==> src/design/cshs_pkg.sv <==
`timescale 1ns / 1ps
package cshs_pkg;

  localparam int NORM_W = 16;
  localparam int BIT_W  = 17;
  // tangent after rounding, wide enough for the smallest fraction width
  localparam int TAN_W  = 25;
  localparam int CW     = 34;
  localparam int OUT_W  = 16;

  localparam logic [31:0]          PI_Q30   = 32'd3373259426;
  localparam logic signed [CW-1:0] GAIN_Q30 = 34'sd652032874;

  typedef struct packed {
    logic [2:0][NORM_W-1:0] n;
    logic [2:0][BIT_W-1:0]  b;
    logic [2:0][TAN_W-1:0]  t;
    logic [1:0]             quad;
  } frame_t;

  // arctangent of 2^-i in Q30, floored up to i = 26 and rounded above
  function automatic logic [31:0] atan_q30(input int idx);
    logic [31:0] v;
    case (idx)
      0: v = 32'd843314856;
      1: v = 32'd497837829;
      2: v = 32'd263043836;
      3: v = 32'd133525158;
      4: v = 32'd67021686;
      5: v = 32'd33543515;
      6: v = 32'd16775850;
      7: v = 32'd8388437;
      8: v = 32'd4194282;
      9: v = 32'd2097149;
      10: v = 32'd1048575;
      11: v = 32'd524287;
      12: v = 32'd262143;
      13: v = 32'd131071;
      14: v = 32'd65535;
      15: v = 32'd32767;
      16: v = 32'd16383;
      17: v = 32'd8191;
      18: v = 32'd4095;
      19: v = 32'd2047;
      20: v = 32'd1023;
      21: v = 32'd511;
      22: v = 32'd255;
      23: v = 32'd127;
      24: v = 32'd63;
      25: v = 32'd31;
      26: v = 32'd15;
      27: v = 32'd8;
      28: v = 32'd4;
      29: v = 32'd2;
      30: v = 32'd1;
      default: v = 32'd0;
    endcase
    return v;
  endfunction

endpackage

==> src/design/cshs_cell.sv <==
`timescale 1ns / 1ps
module cshs_cell
  import cshs_pkg::*;
#(
  parameter int IDX          = 0,
  parameter int FRAC_BITS    = 14,
  parameter int CORDIC_STEPS = 16
) (
  input  logic                     clk,
  input  logic                     rst,
  input  logic                     en,
  input  logic                     in_vld,
  input  frame_t                   in_frame,
  input  logic signed [CW-1:0]     in_x,
  input  logic signed [CW-1:0]     in_y,
  input  logic signed [CW-1:0]     in_z,
  input  logic [2*FRAC_BITS:0]     in_rv,
  input  logic [2*FRAC_BITS:0]     in_rr,
  input  logic [2*FRAC_BITS:0]     in_hv,
  input  logic [2*FRAC_BITS:0]     in_hr,
  output logic                     out_vld,
  output frame_t                   out_frame,
  output logic signed [CW-1:0]     out_x,
  output logic signed [CW-1:0]     out_y,
  output logic signed [CW-1:0]     out_z,
  output logic [2*FRAC_BITS:0]     out_rv,
  output logic [2*FRAC_BITS:0]     out_rr,
  output logic [2*FRAC_BITS:0]     out_hv,
  output logic [2*FRAC_BITS:0]     out_hr
);

  localparam int QW       = 2 * FRAC_BITS + 1;
  localparam int SQ_STEPS = FRAC_BITS + 1;
  localparam int SQ_SH    = (IDX < SQ_STEPS) ? 2 * FRAC_BITS - 2 * IDX : 0;
  localparam logic [QW-1:0] SQ_BIT = QW'(1) << SQ_SH;
  localparam logic signed [CW-1:0] ATAN = $signed({2'b00, atan_q30(IDX)});

  logic signed [CW-1:0] x_next, y_next, z_next;
  logic [QW-1:0] rv_next, rr_next, hv_next, hr_next;

  // one digit of the restoring square root
  function automatic logic [2*QW-1:0] sq_step(input logic [QW-1:0] v,
                                              input logic [QW-1:0] res);
    logic [QW-1:0] trial;
    trial = res + SQ_BIT;
    if (v >= trial) return {v - trial, (res >> 1) + SQ_BIT};
    return {v, res >> 1};
  endfunction

  always_comb begin
    x_next = in_x;
    y_next = in_y;
    z_next = in_z;
    if (IDX < CORDIC_STEPS) begin
      if (in_z >= 0) begin
        x_next = in_x - (in_y >>> IDX);
        y_next = in_y + (in_x >>> IDX);
        z_next = in_z - ATAN;
      end else begin
        x_next = in_x + (in_y >>> IDX);
        y_next = in_y - (in_x >>> IDX);
        z_next = in_z + ATAN;
      end
    end
    {rv_next, rr_next} = {in_rv, in_rr};
    {hv_next, hr_next} = {in_hv, in_hr};
    if (IDX < SQ_STEPS) begin
      {rv_next, rr_next} = sq_step(in_rv, in_rr);
      {hv_next, hr_next} = sq_step(in_hv, in_hr);
    end
  end

  always_ff @(posedge clk) begin
    if (rst) begin
      out_vld <= 1'b0;
    end else if (en) begin
      out_vld <= in_vld;
    end
  end

  always_ff @(posedge clk) begin
    if (en) begin
      out_frame <= in_frame;
      out_x     <= x_next;
      out_y     <= y_next;
      out_z     <= z_next;
      out_rv    <= rv_next;
      out_rr    <= rr_next;
      out_hv    <= hv_next;
      out_hr    <= hr_next;
    end
  end

endmodule

==> config.mk <==
export PLATFORM = sky130hd
export DESIGN_NAME = cshs_cell
export DESIGN_NICKNAME = d
export VERILOG_FILES = /design/src/design/cshs_pkg.sv /design/src/design/cshs_cell.sv
export SDC_FILE = /design/constraint.sdc
export NUM_CORES = 1
export LEC_CHECK = 0
export BUFFER_PORTS_ARGS = -buffer_cell sky130_fd_sc_hd__buf_2
export CORE_AREA = 3 3 307 309
export CTS_CLUSTER_DIAMETER = 200
export DETAILED_ROUTE_END_ITERATION = 7
export DIE_AREA = 0 0 310 312
export GPL_ROUTABILITY_DRIVEN = 0
export MAX_ROUTING_LAYER = met4
export PLACE_DENSITY = 0.43
export SYNTH_ARGS = -nofsm -noshare
export SYNTH_HDL_FRONTEND = slang
export SYNTH_SLANG_ARGS = --single-unit
==> constraint.sdc <==
create_clock -name clk -period 9.4 [get_ports clk]
set_input_delay 1.88 -clock clk [delete_from_list [all_inputs] [get_ports clk]]
set_output_delay 1.88 -clock clk [all_outputs]
set_load 0.03 [all_outputs]
* Word level (Yosys, flattened, before mapping)
Index checks and enable logic that the tools add are counted.
Word-level totals: bits in registers 395
Operators by class: $add $sub $neg 11, magnitude comparators 3, muxes and demuxes 9
Operator list (count):
- 2-to-1 mux 58 bit | 4
- 2-to-1 mux 34 bit | 3
- subtractor 34 bit | 2
- adder 28 x 29 -> 29 bit, second input constant | 2
- adder 29 bit, second input constant | 2
- greater-or-equal comparator 29 bit | 2
- subtractor 29 bit | 2
- adder 34 x 31 -> 34 bit, second input constant | 1
- adder 34 bit | 1
- greater-or-equal comparator 34 x 1 -> 1 bit, second input constant | 1
- subtractor 34 x 31 -> 34 bit, second input constant | 1
- 2-to-1 mux 1 bit | 2

* Logic depth before layout (Yosys ltp)
depth after elaboration 4, mapped depth 20

* Worst setup path before layout
OpenSTA, ideal clock, no wires.
path type in2reg, start point input in_z[33], end point register out_z[32], data pin, setup time 264 ps, arrival time 5729 ps, path slack 3408 ps, cell stages on the path 20, buffers on the path 3, cells stage by stage inv_1 -> ha_1 -> nor4b_1 -> nand4_1 -> nor4_1 -> nand2b_1 -> inv_1 -> clkbuf_1 -> buf_1 -> ha_1 -> clkbuf_1 -> o21a_1 -> o21a_1 -> a2111o_1 -> o21ai_0 -> a31oi_1 -> a221oi_1 -> nor2_1 -> o22ai_1 -> xor2_1
Between the ends: word-level cells in the longest chain between the ends 2
RTL lines:
- from (decl) | line cshs_cell.sv:16 | input logic signed [CW-1:0] in_z,
- greater-or-equal comparator 34 x 1 -> 1 bit | line cshs_cell.sv:55 | if (in_z >= 0) begin
- 2-to-1 mux 34 bit | line cshs_cell.sv:55
- via z_next[32] | line cshs_cell.sv:38 | logic signed [CW-1:0] x_next, y_next, z_next;
- to (signal assigned) | line cshs_cell.sv:86 | out_z <= z_next;
- to (decl) | line cshs_cell.sv:25 | output logic signed [CW-1:0] out_z,
The timed path passes the listed nets, and every way through them passes these cells. A chain may end at the register's enable or synchronous reset.

* Final worst setup path
Ends and elaborated chain as after synthesis.

==> summary.txt <==
Hold crit path type = reg2reg
Post-synth cell types = 86
Layout Area Growth over Synthesis = 29.75%
DRC = 0
Gate Count Post-Synth = 2111
CP required = 9.75 ns
Row count = 111
Fmax = 168.7 MHz
NumNets Final = 3491
Status = complete, no violations
#FFs+latches synth = 394
Top cell type's share of synthesized area = 50.55%
Final setup TNS = 0 ns
Synth area leader = edfxtp_1
Max_slew headroom = 25.94%
Share of cells above drive strength 1 = 32.41%
DRT Wirelength = 96190 um
Hold Buf Count CTS = 0
Count of final hold-check violations = 0
Setup crit start kind = input pin
DP HPWL = 77710 um
Post-synth top flop = edfxtp_1
Mapped Area = 23340 um2
Number of synthesized flops with an enable pin = 393
GRT Resource Usage Total = 19.42%
Die Ht = 312 um
Clk slew on worst S/H paths = 0.06 ns
Crit share post-route = 63.06%
Count of final setup violators = 0
Leak Pwr = 13.29 nW
CTS tree = done
CP endpoint kind = register
Worst EP arrival = 6.28 ns
Clock Skew = 0 ns
IO buf count = 792
Post-CTS setup buffer count = 0
PD cells = 192.9 nW/um2
Max Cap Viol = 0
Min Hold Slack = 0.5020 ns
Max Buffers Root-to-Sink = 3
Largest net degree at the start of global routing = 146
Die W = 310 um
Critical-path maximum fanout = 79
H-tree levels = 2
Setup WS post-layout = 3.473 ns
Post-route minimum period = 5.927 ns
Die area = 96720 um2
VDD IR max = 122.8 uV
RSZ-0062 raised after global routing = false
Via count = 20150
DP Worst Slack = 2.903 ns
Async S/R FF share, synth = 0%
Drt pass-1 iters = 6
Syn_nets = 2702
Post-route ant nets = 0
Avg WL per Cell = 23.23 um
Starting Density = 25.47%
CTS Buf Count = 48
Initial antenna violation count = 24
Core area = 91660 um2
Warnings from Yosys = 0
Number of global-route vias before repair = 20110
Clk sinks = 394
Worst setup path category = in2reg
Seq/Total Area, Yosys = 50.64%
Post-CTS Resized = 0
CTS Root Cell = clkbuf_16
Synth top area cells = edfxtp_1 51%, ha_1 10%, a21oi_1 3.8%
Global-route wire length before repair = 135800 um
Remaining Overflow, GRT = 0
Worst-Skew Late Latency = 0.61 ns
Total Power = 5.842 mW
DRC violation total after the first TritonRoute iteration = 1575
Syn Area/Cell = 11.06 um2
# IOs = 793
Final Max Tran Viols = 0
Vias per std cell = 4.867
Worst Tran Pin Value = 1.083 ns
==> layout make-up <==
cell class | instances | area, um2
Multi-Input combinational cell | 1453 | 10500
Clock buffer | 56 | 1252
Timing Repair Buffer | 800 | 4046
Antenna cell | 17 | 42.54
Fill cell | 9464 | 61370
Tap cell | 1186 | 1484
Sequential cell | 394 | 11820
Inverter | 203 | 762.0
Clock inverter | 31 | 377.9
==> where the power goes <==
part           switching, mW  leakage (nW)  internal (mW)  total, mW
Combinational           1.13          8.65          0.523       1.65
Sequential            0.0513          3.86           2.18       2.23
Clock                  0.793         0.790           1.17       1.97
==> kinds of logic after synthesis <==
family	count (synthesis)	synth area share (%)
xor+xnor	114	4.277
buf+inv	264	4.432
simple gates	478	10.08
compound gates	588	16.33
fa+ha+maj	193	10.54
flops	394	50.64
mux	80	3.709
==> flip-flops by register name (all words and copies together), names as in the netlist <==
name / cells
out_frame: 176
out_x: 34
out_z: 34
out_y: 33
out_hr: 29
out_hv: 29
out_rr: 29
out_rv: 29
out_vld: 1
==> routing by layer <==
metal | track usage (%) | vias to the layer above | share of wire, %
li1 | - | 9413 | -
met1 | 21.20 | 9793 | 38
met2 | 34.71 | 794 | 52
met3 | 4.330 | 148 | 6.7
met4 | 6.439 | 0 | 3.2
met5 | - | - | 0
==> cell usage in the layout (no fill, tap or decap), types with 8 or more instances in the layout <==
cell type | Yosys | final
buf_2 | 8 | 791
edfxtp_1 | 393 | 393
inv_1 | 201 | 200
ha_1 | 187 | 187
a21oi_1 | 176 | 175
nor2_1 | 141 | 141
o21ai_0 | 132 | 132
nand2_1 | 103 | 103
xnor2_1 | 90 | 90
a21o_1 | 60 | 60
mux2_2 | 52 | 52
nor3_1 | 49 | 49
clkbuf_16 | 0 | 49
o21bai_1 | 35 | 35
nand3_1 | 29 | 29
mux2i_1 | 28 | 28
nand2b_1 | 27 | 26
xor2_1 | 24 | 24
o21a_1 | 23 | 23
nor4_1 | 22 | 22
nor2b_1 | 18 | 18
a211oi_1 | 18 | 18
diode_2 | 0 | 17
nand4_1 | 17 | 17
and3_1 | 16 | 16
o211ai_1 | 15 | 15
o31ai_1 | 13 | 13
or3_1 | 12 | 12
a31oi_1 | 11 | 11
clkinv_1 | 2 | 11
and2_1 | 10 | 10
a211o_1 | 8 | 8
o31a_1 | 8 | 8
a21boi_0 | 8 | 8
bufinv_16 | 0 | 8
==> synth_stat cells (6+ instances only) <==
cell type,n
a211o_1,8
a211oi_1,18
a21boi_0,8
a21o_1,60
a21oi_1,176
a221oi_1,6
a31oi_1,11
and2_1,10
and3_1,16
buf_2,8
clkbuf_1,43
edfxtp_1,393
fa_1,6
ha_1,187
inv_1,201
mux2_2,52
mux2i_1,28
nand2_1,103
nand2b_1,27
nand3_1,29
nand4_1,17
nor2_1,141
nor2b_1,18
nor3_1,49
nor4_1,22
o211ai_1,15
o21a_1,23
o21ai_0,132
o21bai_1,35
o311ai_0,6
o31a_1,8
o31ai_1,13
o41ai_1,6
or2_2,7
or3_1,12
or4_1,6
xnor2_1,90
xor2_1,24
==> critical path: stages <==
cell	delay [ns]
buf_2	0.12
inv_1	0.11
ha_1	0.15
nor4b_1	0.25
nand4_1	0.17
nor4_1	0.25
nand2b_2	0.17
buf_4	0.71
ha_1	0.40
a211oi_1	0.23
nor2_1	0.14
o311a_1	0.35
o21ai_0	0.34
a31oi_1	0.21
a221oi_1	0.44
nor2_1	0.09
o22ai_1	0.15
xor2_1	0.08
==> stage by stage <==
stage          instance area (um2)  utilization [%]  cells
3_3_place_gp                 28620            31.22   4036
5_1_grt                      30280            33.04   4138
6_report                     30290            33.04   4140
2_1_floorplan                23340                -   2111
4_1_cts                      30250            33.00   4123
3_5_place_dp                 28620            31.22   4036
==> worst paths after layout <==
| kind | startpoint | endpoint | slack (ns) | depth (start not counted) |
|---|---|---|---|---|
| worst min-delay path | out_vld | out_vld | 0.50 | 2 |
| worst max-delay path | in_z[33] | out_z[32] | 3.47 | 18 |
| worst min register to register | out_vld | out_vld | 0.50 | 2 |
| worst max register to register | out_vld | out_vld | 8.82 | 2 |
Power figures use the tool's default switching activity.
